[config.mk]
export PLATFORM = sky130hd
export DESIGN_NAME = afm_table
export DESIGN_NICKNAME = d
export VERILOG_FILES = /design/src/sv/afm_pkg.sv /design/src/sv/afm_table.sv
export SDC_FILE = /design/constraint.sdc
export NUM_CORES = 2
export LEC_CHECK = 0
export BUFFER_PORTS_ARGS = -buffer_cell sky130_fd_sc_hd__buf_4
export CORE_MARGIN = 4
export CORE_UTILIZATION = 35
export DETAILED_ROUTE_END_ITERATION = 7
export HOLD_SLACK_MARGIN = 0.02
export SLEW_MARGIN = 0
export SYNTH_ARGS = -nofsm -noshare
export SYNTH_HDL_FRONTEND = slang
export SYNTH_SLANG_ARGS = --single-unit
[constraint.sdc]
create_clock -name clock -period 3.2 [get_ports clock]
set_clock_uncertainty 0.15 [all_clocks]
set_input_delay 0.32 -clock clock [delete_from_list [all_inputs] [get_ports clock]]
set_output_delay 0.32 -clock clock [all_outputs]
set_load 0.005 [all_outputs]
[src/sv/afm_pkg.sv]
package afm_pkg;

   // table geometry
   localparam int NUM_SYMBOLS = 256;
   localparam int IDX_W       = $clog2(NUM_SYMBOLS);
   localparam int CNT_W       = IDX_W + 1;
   localparam int DATA_W      = 16;

   localparam logic [DATA_W-1:0] LIMIT_RESET = 16'd16384;

   // action codes; the unused code behaves as a query
   typedef logic [1:0] action_type;
   localparam action_type ACT_ADD   = 2'd0;
   localparam action_type ACT_SET   = 2'd1;
   localparam action_type ACT_QUERY = 2'd2;

   typedef enum logic [3:0] {
      S_CLEAR,
      S_IDLE,
      S_TOT_SUB,
      S_TOT_ADD,
      S_CNT_WR,
      S_CHECK,
      S_WALK,
      S_DONE
   } state_type;

   typedef enum logic [1:0] {
      ALU_ADD,
      ALU_SUB,
      ALU_ACC
   } alu_op_type;

   typedef struct packed {
      alu_op_type        op;
      logic              halve;
      logic [DATA_W-1:0] a;
      logic [DATA_W-1:0] b;
   } alu_cmd_type;

   typedef struct packed {
      logic [DATA_W-1:0] sum;
      logic              carry;
      logic [DATA_W-1:0] term;
   } alu_res_type;

   typedef struct packed {
      logic              en;
      logic [IDX_W-1:0]  addr;
      logic [DATA_W-1:0] data;
   } tbl_wr_type;

endpackage

[src/sv/afm_table.sv]
// count table: one write port, one registered read port
module afm_table (
   input  logic                       clock,
   input  afm_pkg::tbl_wr_type        wr,
   input  logic [afm_pkg::IDX_W-1:0]  rd_addr,
   output logic [afm_pkg::DATA_W-1:0] rd_data
);

   logic [afm_pkg::DATA_W-1:0] table_mem [afm_pkg::NUM_SYMBOLS];
   logic [afm_pkg::DATA_W-1:0] rd_data_ff;

   always_ff @(posedge clock) begin
      if (wr.en) begin
         table_mem[wr.addr] <= wr.data;
      end
      rd_data_ff <= table_mem[rd_addr];
   end

   assign rd_data = rd_data_ff;

endmodule

# Word-level counts from Yosys, hierarchy flattened
# Memories as Yosys holds them, arrays and structs flattened. A register that Yosys moved wholly into a read port is not among the register bits.
# Index checks and enable logic that the tools add are counted.
# Widths: inputs -> output; s select.
dict set report classes {
  muxes 2
}
# operator n
set op_table {}
lappend op_table {{$mux 1} 2}
dict set report word_totals {
  word_cells 3
  input_bits 34
  ram_bits 4096
  output_inout_bits 16
  ff_bits 0
  memories 1
}
# name depth word_bits rd rd_ports_with_merged_regs write_ports line_no
set memory_table {}
lappend memory_table {table_mem 256 16 1 1 1 afm_table.sv:9} ;# logic [afm_pkg::DATA_W-1:0] table_mem [afm_pkg::NUM_SYMBOLS];

# Depth between registers and ports, before layout
dict set report depth {
  ltp_word 2
  ltp_mapped 12
  mapped_depth_nobuf 6
}

# Worst setup path after synthesis
# OpenSTA, ideal clock, no wires.
dict set report synth_path {
  kind {input to register}
  startpoint {input wr[19] in the netlist's numbering}
  endpoint {memory table_mem[235][0] in the netlist's numbering (enable)}
  path_slack_ns 0.565
  arrival_time_ns 2.097
  setup_time_ns 0.388
  path_buffers 3
  required_time_ns 2.662
  path_stages 6
  cell_sequence {clkbuf_1 nor2b_1 clkbuf_1 nand4_1 clkbuf_1 nor2_1}
}
# item line_no
set synth_lines {}
lappend synth_lines {{start, declared} afm_table.sv:4} ;# input afm_pkg::tbl_wr_type wr,
lappend synth_lines {{end, declared} afm_table.sv:9}
# No word-level cell before the write port.

==> metrics.md <==
| Metric | Value |
|---|---|
| Post-CTS setup buffer count | 0 |
| Most frequent cells in the layout | edfxtp_1 (4096), mux4_2 (797), buf_4 (756) |
| Hold WC Path Type | in -> reg |
| Mapped cell area | 0.159 mm² |
| # IOs | 50 |
| TritonRoute pass-1 iters | 7 |
| CP max FO | 1 |
| Dpl cells | about 14000 |
| Worst Tran Pin Value | 1070 ps |
| Final hold vios | 0 |
| Ranking of synthesized cells by area | edfxtp_1 (77%), mux4_2 (11%), mux2i_1 (3.6%), o221ai_1 (1.4%), nor2_1 (0.72%) |
| Register area | 0.123 mm² |
| Post-DR vias/cell | approximately 5.5 |
| Synthesis-to-finish area growth | 17.2% |
| Most frequent CP cell | buf_4 |
| Chip height | 681 µm |
| Synth warnings | 0 |
| Nets | around 8300 |
| Top_reg_cell synth | edfxtp_1 |
| Share of cells above drive strength 1 | 28.5% |
| Filler cells | 39000 |
| Critical path class | reg -> reg |
| Clock Tree Root | clkbuf_16 |
| Crit path max-delay cell type | a221oi_1 |
| Later-pin clock latency in the skew report | 990 ps |
| Status | complete, no violations |
| Syn_nets | 7394 |
| Drt drc | 0 |
| Initial Util | 35.1% |
| Clk buf depth | 4 |
| Sinks on Clock Net | 4112 |
| Total core area | 0.452 mm² |
| Synth Instances | 7360 |
| Hold Slack | 119 ps |
| Num rows | between 200 and 250 |
| I/O Buffers | 49 |
| Max VDD drop | around 0.46 mV |
| Routed Antenna Nets | 0 |
| Detailed placement HPWL | between 200000 and 300000 µm |
| Cell taking the most area after synthesis | edfxtp_1 |
| Post-synth top area share | slightly below 80% |
| Worst slew margin relative to its limit | 28.1% |
| Leakage | ~0.059 µW |
| CTS buffer count | 394 |
| Slowest stage delay, CP | 620 ps |
| Die area | 0.464 mm² |
| Via count | 80100 |
| WP data required | 3840 ps |
| GRT overflow | 0 |
| First-pass GRT wire length | 611000 µm |
| Pre-CTS setup slack | -810 ps |
| Syn Area/Cell | 21.6 µm² |
| Largest net degree at the start of global routing | 121 |
| Yosys reg bits | 4112 |
| Die X | ~680 µm |
| CTS tree | yes |
| Finished Layout Cells | around 15000 |
| WL final | 431000 µm |
| CP startpoint kind | flop |
| GPL Wtd Cong | 0.880 |
| Wirelength per Cell | 29.6 µm |
| Final setup margin | approximately 150 ps |
| FFs w/ async S/R, synth | 0% |
| RSZ-0062 raised after global routing | false |
| Max Slew Vio Count | 0 |
| Power per cell area | 608 mW/mm² |
| Crit-path cells | mux4_2, mux2_2, a221oi_1, buf_4, o31ai_1, buf_4, o32ai_2, nor4_1 |
| Post-synthesis cell type count | 52 |
| Initial DRC Count | 9563 |
| Multi-input logic area | 0.0329 mm² |
| Worst Path Arrival | 3680 ps |
| Initial antenna violation count | 27 |
| CTS HTree Levels | 5 |
| Post-synth EDFFs | between 4000 and 5000 |
| Setup crit end kind | flop |
| Minimum clock period | 3050 ps |
| Max cap viols | 0 |
| Total GRT Usage | a little under a fifth |
| Fmax | 328 MHz |
| Commonest non-fill, non-tap cell in the layout | edfxtp_1 |
| Clk slew on worst S/H paths | roughly 60 ps |
| Sequential cell area fraction in the yosys report | 77.7% |
| Vias in the first global route | 80800 |
| # setup viols final | 0 |
| Final period util | 95.2% |
[stage by stage]
step                TNS, ps  utilization (%)  cell area [µm²]  power, µW
floorplan                 0                -           159000      63500
global placement      -7300             38.1           172000      66700
detailed placement    -7090             38.1           172000      66800
CTS                       0             41.1           186000     114000
global route              0             41.1           186000     116000
finish                    0             41.1           186000     113000
[state kept, by name (all words and copies together) (netlist names)]
register,flops
rd_data,16
table_mem,4096
[timing repair]
action / 4_1_cts / 5_1_grt
hold buffers: 25 / 0
endpoints found under the setup margin: 1 / 0
resized for setup: 1 / 0
endpoints found under the hold margin: 2724 / 0
[cell families after synthesis]
| group | Yosys count | synth area share, % |
|---|---|---|
| DFF | 4112 | 77.7 |
| and+or+nand+nor | 556 | 1.57 |
| buffers and inverters | 456 | 1.69 |
| muxes | 1450 | 15.5 |
| AOI/OAI and AO/OA | 786 | 3.54 |
[cell usage after synthesis, types with 17 or more instances]
master,n
edfxtp_1,4096
buf_2,76
nor3_1,92
a221oi_1,28
o221ai_1,252
clkbuf_1,230
mux2_2,88
nor4_1,17
mux2i_1,565
buf_6,77
a22o_1,32
o32ai_1,20
a21oi_1,175
nand4_1,26
buf_1,27
nand3_1,35
a211oi_1,18
a22oi_1,43
mux4_2,797
buf_4,26
o22ai_1,148
nand2_1,38
nor2_1,304
o21ai_0,37
[layer usage]
layer	global-route usage, %	up-vias	routed length [µm]
li1	-	33100	-
met1	24.3	42900	172000
met2	29.9	3478	209000
met3	3.24	698	32300
met4	6.72	4	17600
met5	0	-	25
[power breakdown]
| part | switching (µW) | total, µW | internal (µW) |
|---|---|---|---|
| registers | 144 | 59500 | 59400 |
| clock network | 20300 | 47400 | 27100 |
| logic | 3790 | 6140 | 2340 |
[layout make-up]
cell class                 instances  area share (%)
clock buffer                     478            5.53
tap                             5976            4.02
timing repair buffer             937            4.82
clock inverter                   243            1.56
antenna                           13          0.0175
sequential                      4112            66.3
multi-input combinational       2792            17.7
inverter                           4          0.0148
[final timing paths]
path	start	to	slack (ps)	depth (start not counted)
setup / recovery	table_mem[137][13]	rd_data[13]	150	8
hold / removal	wr[22]	table_mem[215][12]	120	4
setup reg to reg	table_mem[137][13]	rd_data[13]	150	8
hold reg to reg	table_mem[250][2]	rd_data[2]	890	6
[worst max-delay path, delay by kind of cell, from the launching register on]
family	cells	cell delay, ps
DFF	1	370
muxes	2	750
AOI/OAI and AO/OA	3	1050
and+or+nand+nor	1	170
buffers and inverters	2	390
Power figures use the tool's default switching activity.
