`config.mk`:
```
export PLATFORM = sky130hd
export DESIGN_NAME = afm_alu
export DESIGN_NICKNAME = d
export VERILOG_FILES = /design/src/sv/afm_pkg.sv /design/src/sv/afm_alu.sv
export SDC_FILE = /design/constraint.sdc
export NUM_CORES = 1
export LEC_CHECK = 0
export BUFFER_PORTS_ARGS = -buffer_cell sky130_fd_sc_hd__buf_2
export CORE_ASPECT_RATIO = 1.4
export CORE_MARGIN = 2
export CORE_UTILIZATION = 51
export DETAILED_ROUTE_END_ITERATION = 7
export PLACE_DENSITY = 0.85
export SLEW_MARGIN = 25
export SYNTH_ARGS = -nofsm -noshare
export SYNTH_HDL_FRONTEND = slang
export SYNTH_SLANG_ARGS = --single-unit
```
`constraint.sdc`:
```
create_clock -name vclk -period 3.8
set_input_delay 0.19 -clock vclk [all_inputs]
set_output_delay 0.19 -clock vclk [all_outputs]
set_load 0.1 [all_outputs]
```
`src/sv/afm_pkg.sv`:
```
package afm_pkg;

   // table geometry
   localparam int NUM_SYMBOLS = 256;
   localparam int IDX_W       = $clog2(NUM_SYMBOLS);
   localparam int CNT_W       = IDX_W + 1;
   localparam int DATA_W      = 16;

   localparam logic [DATA_W-1:0] LIMIT_RESET = 16'd16384;

   // action codes; the unused code behaves as a query
   typedef logic [1:0] action_type;
   localparam action_type ACT_ADD   = 2'd0;
   localparam action_type ACT_SET   = 2'd1;
   localparam action_type ACT_QUERY = 2'd2;

   typedef enum logic [3:0] {
      S_CLEAR,
      S_IDLE,
      S_TOT_SUB,
      S_TOT_ADD,
      S_CNT_WR,
      S_CHECK,
      S_WALK,
      S_DONE
   } state_type;

   typedef enum logic [1:0] {
      ALU_ADD,
      ALU_SUB,
      ALU_ACC
   } alu_op_type;

   typedef struct packed {
      alu_op_type        op;
      logic              halve;
      logic [DATA_W-1:0] a;
      logic [DATA_W-1:0] b;
   } alu_cmd_type;

   typedef struct packed {
      logic [DATA_W-1:0] sum;
      logic              carry;
      logic [DATA_W-1:0] term;
   } alu_res_type;

   typedef struct packed {
      logic              en;
      logic [IDX_W-1:0]  addr;
      logic [DATA_W-1:0] data;
   } tbl_wr_type;

endpackage

```
`src/sv/afm_alu.sv`:
```
// shared 16-bit adder; SUB carry-out means a >= b
module afm_alu (
   input  afm_pkg::alu_cmd_type cmd,
   output afm_pkg::alu_res_type res
);

   logic [afm_pkg::DATA_W:0]   half_full;
   logic [afm_pkg::DATA_W-1:0] term;
   logic [afm_pkg::DATA_W-1:0] opb;
   logic                       cin;
   logic [afm_pkg::DATA_W:0]   full;

   always_comb begin
      // (c + 1) / 2, rounding up
      half_full = ({1'b0, cmd.b} + 17'd1) >> 1;
      term      = cmd.halve ? half_full[afm_pkg::DATA_W-1:0] : cmd.b;
      case (cmd.op)
         afm_pkg::ALU_ADD: begin
            opb = cmd.b;
            cin = 1'b0;
         end
         afm_pkg::ALU_SUB: begin
            opb = ~cmd.b;
            cin = 1'b1;
         end
         afm_pkg::ALU_ACC: begin
            opb = term;
            cin = 1'b0;
         end
         default: begin
            opb = cmd.b;
            cin = 1'b0;
         end
      endcase
      full      = {1'b0, cmd.a} + {1'b0, opb} + {{afm_pkg::DATA_W{1'b0}}, cin};
      res.sum   = full[afm_pkg::DATA_W-1:0];
      res.carry = full[afm_pkg::DATA_W];
      res.term  = term;
   end

endmodule
```
== After elaboration in Yosys (flattened, before gate mapping) ==
Index checks and enable logic that the tools add are counted.

* Register bits: 0
* Latch bits: 0
* RAM bits: 0
* Bits in read-only memories: 0
* Input port bits: 35
* Output and inout bits: 33
* Logic and storage cells: 9
* Memories kept: 0

* Add/subtract/negate cells: 3
* Multiply operators: 0
* Divide/modulo/power cells: 0
* $lt $le $gt $ge: 0
* Equal/unequal tests: 2
* Shift-type cells: 0
* Muxes and demuxes: 3
* Bitwise gates (word level): 1
* Reductions and logical operators: 0

{| class="wikitable"
|+ Operator list
! cell !! count
|-
| one-hot mux 16 bit (2 select lines) || 1
|-
| adder 16 x 1 -> 17 bit, second input constant || 1
|-
| adder 16 x 16 -> 17 bit || 1
|-
| adder 17 x 1 -> 17 bit || 1
|-
| 2-to-1 mux 16 bit || 1
|-
| NOT 16 bit || 1
|-
| == test 2 x 1 -> 1 bit, second input constant || 1
|-
| == test 2 bit, second input constant || 1
|-
| 2-to-1 mux 1 bit || 1
|}

== Longest topological paths before layout ==
Gate-level depths: netlist of run 1.

* Depth in word-level cells: 5
* Gate-level depth with buffers: 15
* Depth with buffers taken out: 14

== Worst setup path before layout of run 1 ==
OpenSTA, ideal clock, no wires.

* Path type: input to output
* From: input port cmd[32] (netlist bit)
* To: output port res[31] (netlist bit)
* Arrival time: 6.100 ns
* Required time: 3.610 ns
* Setup slack: -2.490 ns
* Stages: 14
* Buffers on the path: 2
* Cell sequence: clkbuf_1 clkbuf_1 o21ai_0 a221oi_1 a21oi_1 fa_1 inv_1 fa_1 inv_1 a21oi_1 o21ai_0 a31oi_1 mux2i_1 xnor2_1

{| class="wikitable"
|+ RTL lines
! item !! RTL line !! RTL
|-
| from (decl) || afm_alu.sv:3 || <nowiki>input afm_pkg::alu_cmd_type cmd,</nowiki>
|-
| to (decl) || afm_alu.sv:4 || <nowiki>output afm_pkg::alu_res_type res</nowiki>
|}

==> impl_metrics.ini, run 1 <==
[run_status]
outcome = finished clean

[setup_path]
critical_path.n_buffers_inverters = 3
crit_start = cmd[1]
cp_top_family = compound AO/OA/AOI/OAI gates
crit_type = primary input to primary output
cp_max_fo = 5
cpPeakStageDelay_ns = 0.47
critPathCaptureType = primary output
cp-start-kind = primary input
worstPathRequired_ns = 3.61
worstPathCellList = buf_2 -> ha_1 -> nand2_1 -> nor2_4 -> nand2_1 -> a311o_1 -> a221oi_1 -> a21oi_1 -> ha_1 -> buf_4 -> nand4_1 -> o21ai_0 -> a41oi_2 -> xnor2_4 -> buf_12
cp.arrival_ns = 3.39
crit_slowest_cell = o21ai_0

[synth]
synth_top_family_by_area = compound AO/OA/AOI/OAI gates
muxShareOfSynthArea_pct = 2.72
synth_top_area_share_pct = 14.4
syn_nets = 292
synth.area.top_cells = ha_1 (14%), a21oi_1 (9.3%), xnor2_1 (7.3%)
synth_compound_area_share_pct = 38.1
synth-xor-area-share_pct = 10.6
syn_area_um2 = 1560
synth-simple-area-share_pct = 23.7
syn_inst = 237
yosysSeqAreaShare_pct = 0
synth_cell_types = 50
synthAdderAreaFrac_pct = 17.0
synth_area_leader_cell = ha_1
yosysMostFrequentCell = a21oi_1
yosys-top-cells-count = a21oi_1 (29), nand2_1 (22), ha_1 (18), inv_1 (18), o21ai_0 (17)
yosys_warnings = 0
synth_area_per_cell_um2 = 6.60

[placement]
io_buffer_count = 68
routabilityCongestion = 0.927
place_hpwl_mm = 4.13
placedCellCount = 334
dp_slack_ns = 0.117

[global_routing]
antenna_found_initial = 0
grt_pass1_vias = 1906
grtUsageTotal_pct = 26.9
grt_max_degree = 24
grt_pass1_wl_mm = 7.98
grt_overflow = 0

[finish]
drive_gt1_share_pct = 40.6
layout-area-overhead-vs-synth_pct = 54.6
n_antenna_cell = 0
flops_and_latches = 0
num-fill-cells = 202
nNetsFinal = 355
multiInputGateArea_um2 = 1770
seqCellArea_um2 = 0
utilization_pct = 83.2
final_cells = 335
nClkBuffers = 0

[timing]
maxSlewHeadroom_pct = 63.3
drv_slew = 0
setup_viol = 0
max_freq_ghz = 0.280
fin_ws_ns = 0.222
fin_setup_tns_ns = 0
period_share_pct = 94.1
worst_pin_slew_ns = 0.544
rsz0062_at_grt = no
fin_crit_ns = 3.58
hold_viol_final = 0

[floorplanning]
die-area_um2 = 3530
core_um2 = 2910
initial_core_util_pct = 53.8
ios = 68
die_h_um = 69.5
die_x_um = 50.8
rows = 23

[drt]
vias_per_cell = 6.01
vias = 2013
drt_iter0_drc = 43
ant_nets = 0
drc = 0
drt-total-wl_mm = 4.86
first_pass_iters = 4
avgRoutedWirePerCell_um = 14.5

[min_path]
hold_start = cmd[24]
hold_path.class = primary input to primary output

[job]
cap_viol_max_count = 0

[pwr]
power_density_nw_per_um2 = 534
power_mw = 1.29
vdd_drop_max_v = 0.000469
leakage_nw = 1.07

[clock_tree]
cts_hold_buf = 0
[per-layer routing]
| metal | global-route usage [%] | vias up | wire (um) |
|---|---|---|---|
| met4 | 1.80 | 0 | 14 |
| met1 | 31.5 | 953 | 1910 |
| met5 | 0 | - | 0 |
| met3 | 0.862 | 2 | 198 |
| li1 | - | 1002 | - |
| met2 | 54.2 | 56 | 2730 |
[worst min-delay path, delay by kind of cell]
kind / cells / cell delay (ns)
xor+xnor: 1 / 0.10
buf+inv: 2 / 0.26
fa+ha+maj: 1 / 0.17
[placed cells by master, fill, tap and decap left out, types with 4 or more instances in the layout]
cell type,instances
buf_4,7
xnor2_4,5
nor2b_1,4
ha_1,17
a21oi_1,25
a221oi_1,8
nand3_1,10
inv_1,18
o21ai_0,12
o22ai_1,4
a221o_1,4
buf_12,9
nand2_1,20
xnor2_1,5
nor2_1,10
buf_2,58
and3_1,4
o211ai_1,5
[kinds of logic after synthesis]
| family | Yosys count |
|---|---|
| and+or+nand+nor | 71 |
| xor gates and xnor gates | 19 |
| AOI/OAI and AO/OA | 91 |
| muxes | 4 |
| buffers and inverters | 32 |
| adders and majority gates | 20 |
[through the flow]
stage                     hold WS, ns  area, um2
after global routing            0.936       2420
final                           0.916       2420
after CTS                       0.892       2380
after floorplan                 0.679       1920
after detailed placement        0.893       2380
after global placement          0.887       2380
[final timing paths]
| check | end | slack, ns | depth (start not counted) |
|---|---|---|---|
| hold / removal | res[25] | 0.92 | 4 |
| setup / recovery | res[30] | 0.22 | 15 |
[what timing repair did]
action | 4_1_cts | 5_1_grt
buffers inserted | 0 | 1
hold endpoints to repair | 0 | 0
resized for setup | 0 | 6
endpoints found under the setup margin | 0 | 5
[area by class of cell]
cell class                      count  area share [%]
Inverter                           18            2.80
Timing Repair Buffer               75            21.9
Multi-Input combinational cell    205            73.3
Tap cell                           37            1.92
[report_power, final]
part / internal (mW) / switching [mW]
Combinational: 0.388 / 0.902
Sequential: 0 / 0
Clock: 0 / 0
(Power assumes the default switching activity.)
==> run 2: changes to the inputs <==
--- a/config.mk
+++ b/config.mk
@@ -5,12 +5,13 @@
 export SDC_FILE = /design/constraint.sdc
 export NUM_CORES = 1
 export LEC_CHECK = 0
+export ABC_AREA = 1
 export BUFFER_PORTS_ARGS = -buffer_cell sky130_fd_sc_hd__buf_2
 export CORE_ASPECT_RATIO = 1.4
 export CORE_MARGIN = 2
-export CORE_UTILIZATION = 51
+export CORE_UTILIZATION = 54
 export DETAILED_ROUTE_END_ITERATION = 7
-export PLACE_DENSITY = 0.85
+export PLACE_DENSITY = 0.91
 export SLEW_MARGIN = 25
 export SYNTH_ARGS = -nofsm -noshare
 export SYNTH_HDL_FRONTEND = slang
==> run 2 against run 1 <==
Against the previous run:
- global-route usage increased by 2.5 points
- largest power group unchanged
- flip-flop and latch count stayed put
- critical path depth is 2 higher
- highest routed layer unchanged
==> impl_metrics.ini, run 2 <==
[setup_path]
cpPeakStageDelay_ns = 0.43
worstPathRequired_ns = 3.61
cp_top_family = buffers and inverters
cp.arrival_ns = 3.12
worstPathCellList = buf_2 -> nand2_1 -> o21ai_2 -> nand2_1 -> a22oi_1 -> fa_1 -> inv_1 -> fa_1 -> inv_1 -> nand3_1 -> nand2_1 -> nand2_1 -> nand2_1 -> nand3_1 -> nand2_1 -> xor2_2 -> buf_2
critPathCaptureType = primary output
cp_max_fo = 28
critical_path.n_buffers_inverters = 4
crit_slowest_cell = buf_2
cp-start-kind = primary input
crit_type = primary input to primary output
crit_top_cell = nand2_1

[drt]
drt_iter0_drc = 100
vias = 2472
first_pass_iters = 4
drc = 0
drt-total-wl_mm = 5.70
vias_per_cell = 5.56
avgRoutedWirePerCell_um = 12.8
ant_nets = 0

[finish]
num-fill-cells = 304
layout-area-overhead-vs-synth_pct = 21.9
nNetsFinal = 462
n_antenna_cell = 0
final_cell_mix = nand2_1 (86), buf_2 (68), inv_1 (44), a21oi_1 (42), nor2_1 (39)
nClkBuffers = 0
flops_and_latches = 0
seqCellArea_um2 = 0
final_common_cell = nand2_1
multiInputGateArea_um2 = 1770
drive_gt1_share_pct = 26.7

[global_routing]
grtUsageTotal_pct = 29.4
grt_max_degree = 29
grt_pass1_vias = 2283
grt_pass1_wl_mm = 9.35
grt_overflow = 0
antenna_found_initial = 0

[timing]
fin_ws_ns = 0.486
setup_viol = 0
drv_slew = 0
fin_crit_ns = 3.31
max_freq_ghz = 0.302
period_share_pct = 87.2
rsz0062_at_grt = no
worst_pin_slew_ns = 0.531
maxSlewHeadroom_pct = 64.6
hold_viol_final = 0
fin_setup_tns_ns = 0

[synth]
synth_area_per_cell_um2 = 5.56
yosysSeqAreaShare_pct = 0
yosysMostFrequentCell = nand2_1
synth_top_area_share_pct = 16.7
synth.area.top_cells = nand2_1 (17%), ha_1 (12%), a21oi_1 (11%)
synth_area_leader_cell = nand2_1
yosys_warnings = 0
synth_cell_types = 36
syn_inst = 347
syn_area_um2 = 1930
syn_nets = 402
yosys-top-cells-count = nand2_1 (86), inv_1 (44), a21oi_1 (42)

[min_path]
hold_path.class = primary input to primary output

[pwr]
p_int_uw = 221
power_density_nw_per_um2 = 478
power.switching_uw = 902
power_frac_comb_pct = 100.0
switching_share_pct = 80.3
power.share.clock_pct = 0
leakage_nw = 1.30
pwr-share-seq_pct = 0
vdd_drop_max_v = 0.000510

[job]
cap_viol_max_count = 0

[placement]
place_hpwl_mm = 4.76
dp_slack_ns = 0.493
routabilityCongestion = 0.892
io_buffer_count = 68

[floorplanning]
rows = 25
initial_core_util_pct = 56.6
die_h_um = 74.7
core_um2 = 3410
ios = 68
die_x_um = 54.5
die-area_um2 = 4070

[clock_tree]
postCtsSetupRepairBufs = 0
cts_hold_buf = 0
cts.repair.resized = 0

[run_status]
outcome = finished clean
-- run 2: kinds of logic (layout without fill, tap and decap cells) --
kind of cell | count (synthesis) | after routing | synth area share, %
fa+ha+maj | 20 | 20 | 13.8
buf+inv | 59 | 117 | 15.0
xor+xnor | 15 | 15 | 6.81
simple gates | 182 | 182 | 41.6
compound gates | 71 | 71 | 22.8
-- run 2: path summary, 6_finish.rpt --
path | startpoint | to | slack (ns) | cells past startpoint
max | cmd[32] | res[31] | 0.49 | 17
min | cmd[9] | res[9] | 0.95 | 4
-- run 2: per-layer routing --
metal | vias to the layer above | share of wire, % | global-route usage, %
met3 | 12 | 4.6 | 0.992
met2 | 91 | 53 | 55.8
met1 | 1123 | 40 | 34.5
li1 | 1246 | - | -
met5 | - | 0 | 0
met4 | 0 | 2.5 | 8.61
-- run 2: tightest hold or removal path: cells and delay by family --
kind	cells	cell delay, ns
AOI/OAI and AO/OA	1	0.07
and+or+nand+nor	1	0.08
buffers and inverters	2	0.42
-- run 2: metrics by stage --
stage | power, mW | std cells | hold WS (ns) | instance area (um2) | utilization (%)
2_1_floorplan | 0.968 | 347 | 0.744 | 2050 | -
3_3_place_gp | 1.11 | 445 | 0.939 | 2350 | 69.0
3_5_place_dp | 1.12 | 445 | 0.945 | 2350 | 69.0
4_1_cts | 1.12 | 445 | 0.945 | 2350 | 69.0
5_1_grt | 1.18 | 445 | 0.992 | 2350 | 69.0
6_report | 1.12 | 445 | 0.955 | 2350 | 69.0
-- run 2: area by class of cell --
type,instances,share of cell area [%]
inverters,46,7.34
multi-input cells,288,75.1
well taps,40,2.13
repair buffers,71,15.4
-- run 2: power groups by stage --
stage	Clock, mW	Sequential [mW]	Combinational, mW
floorplan	0	0	0.968
global placement	0	0	1.11
detailed placement	0	0	1.12
CTS	0	0	1.12
global route	0	0	1.18
finish	0	0	1.12
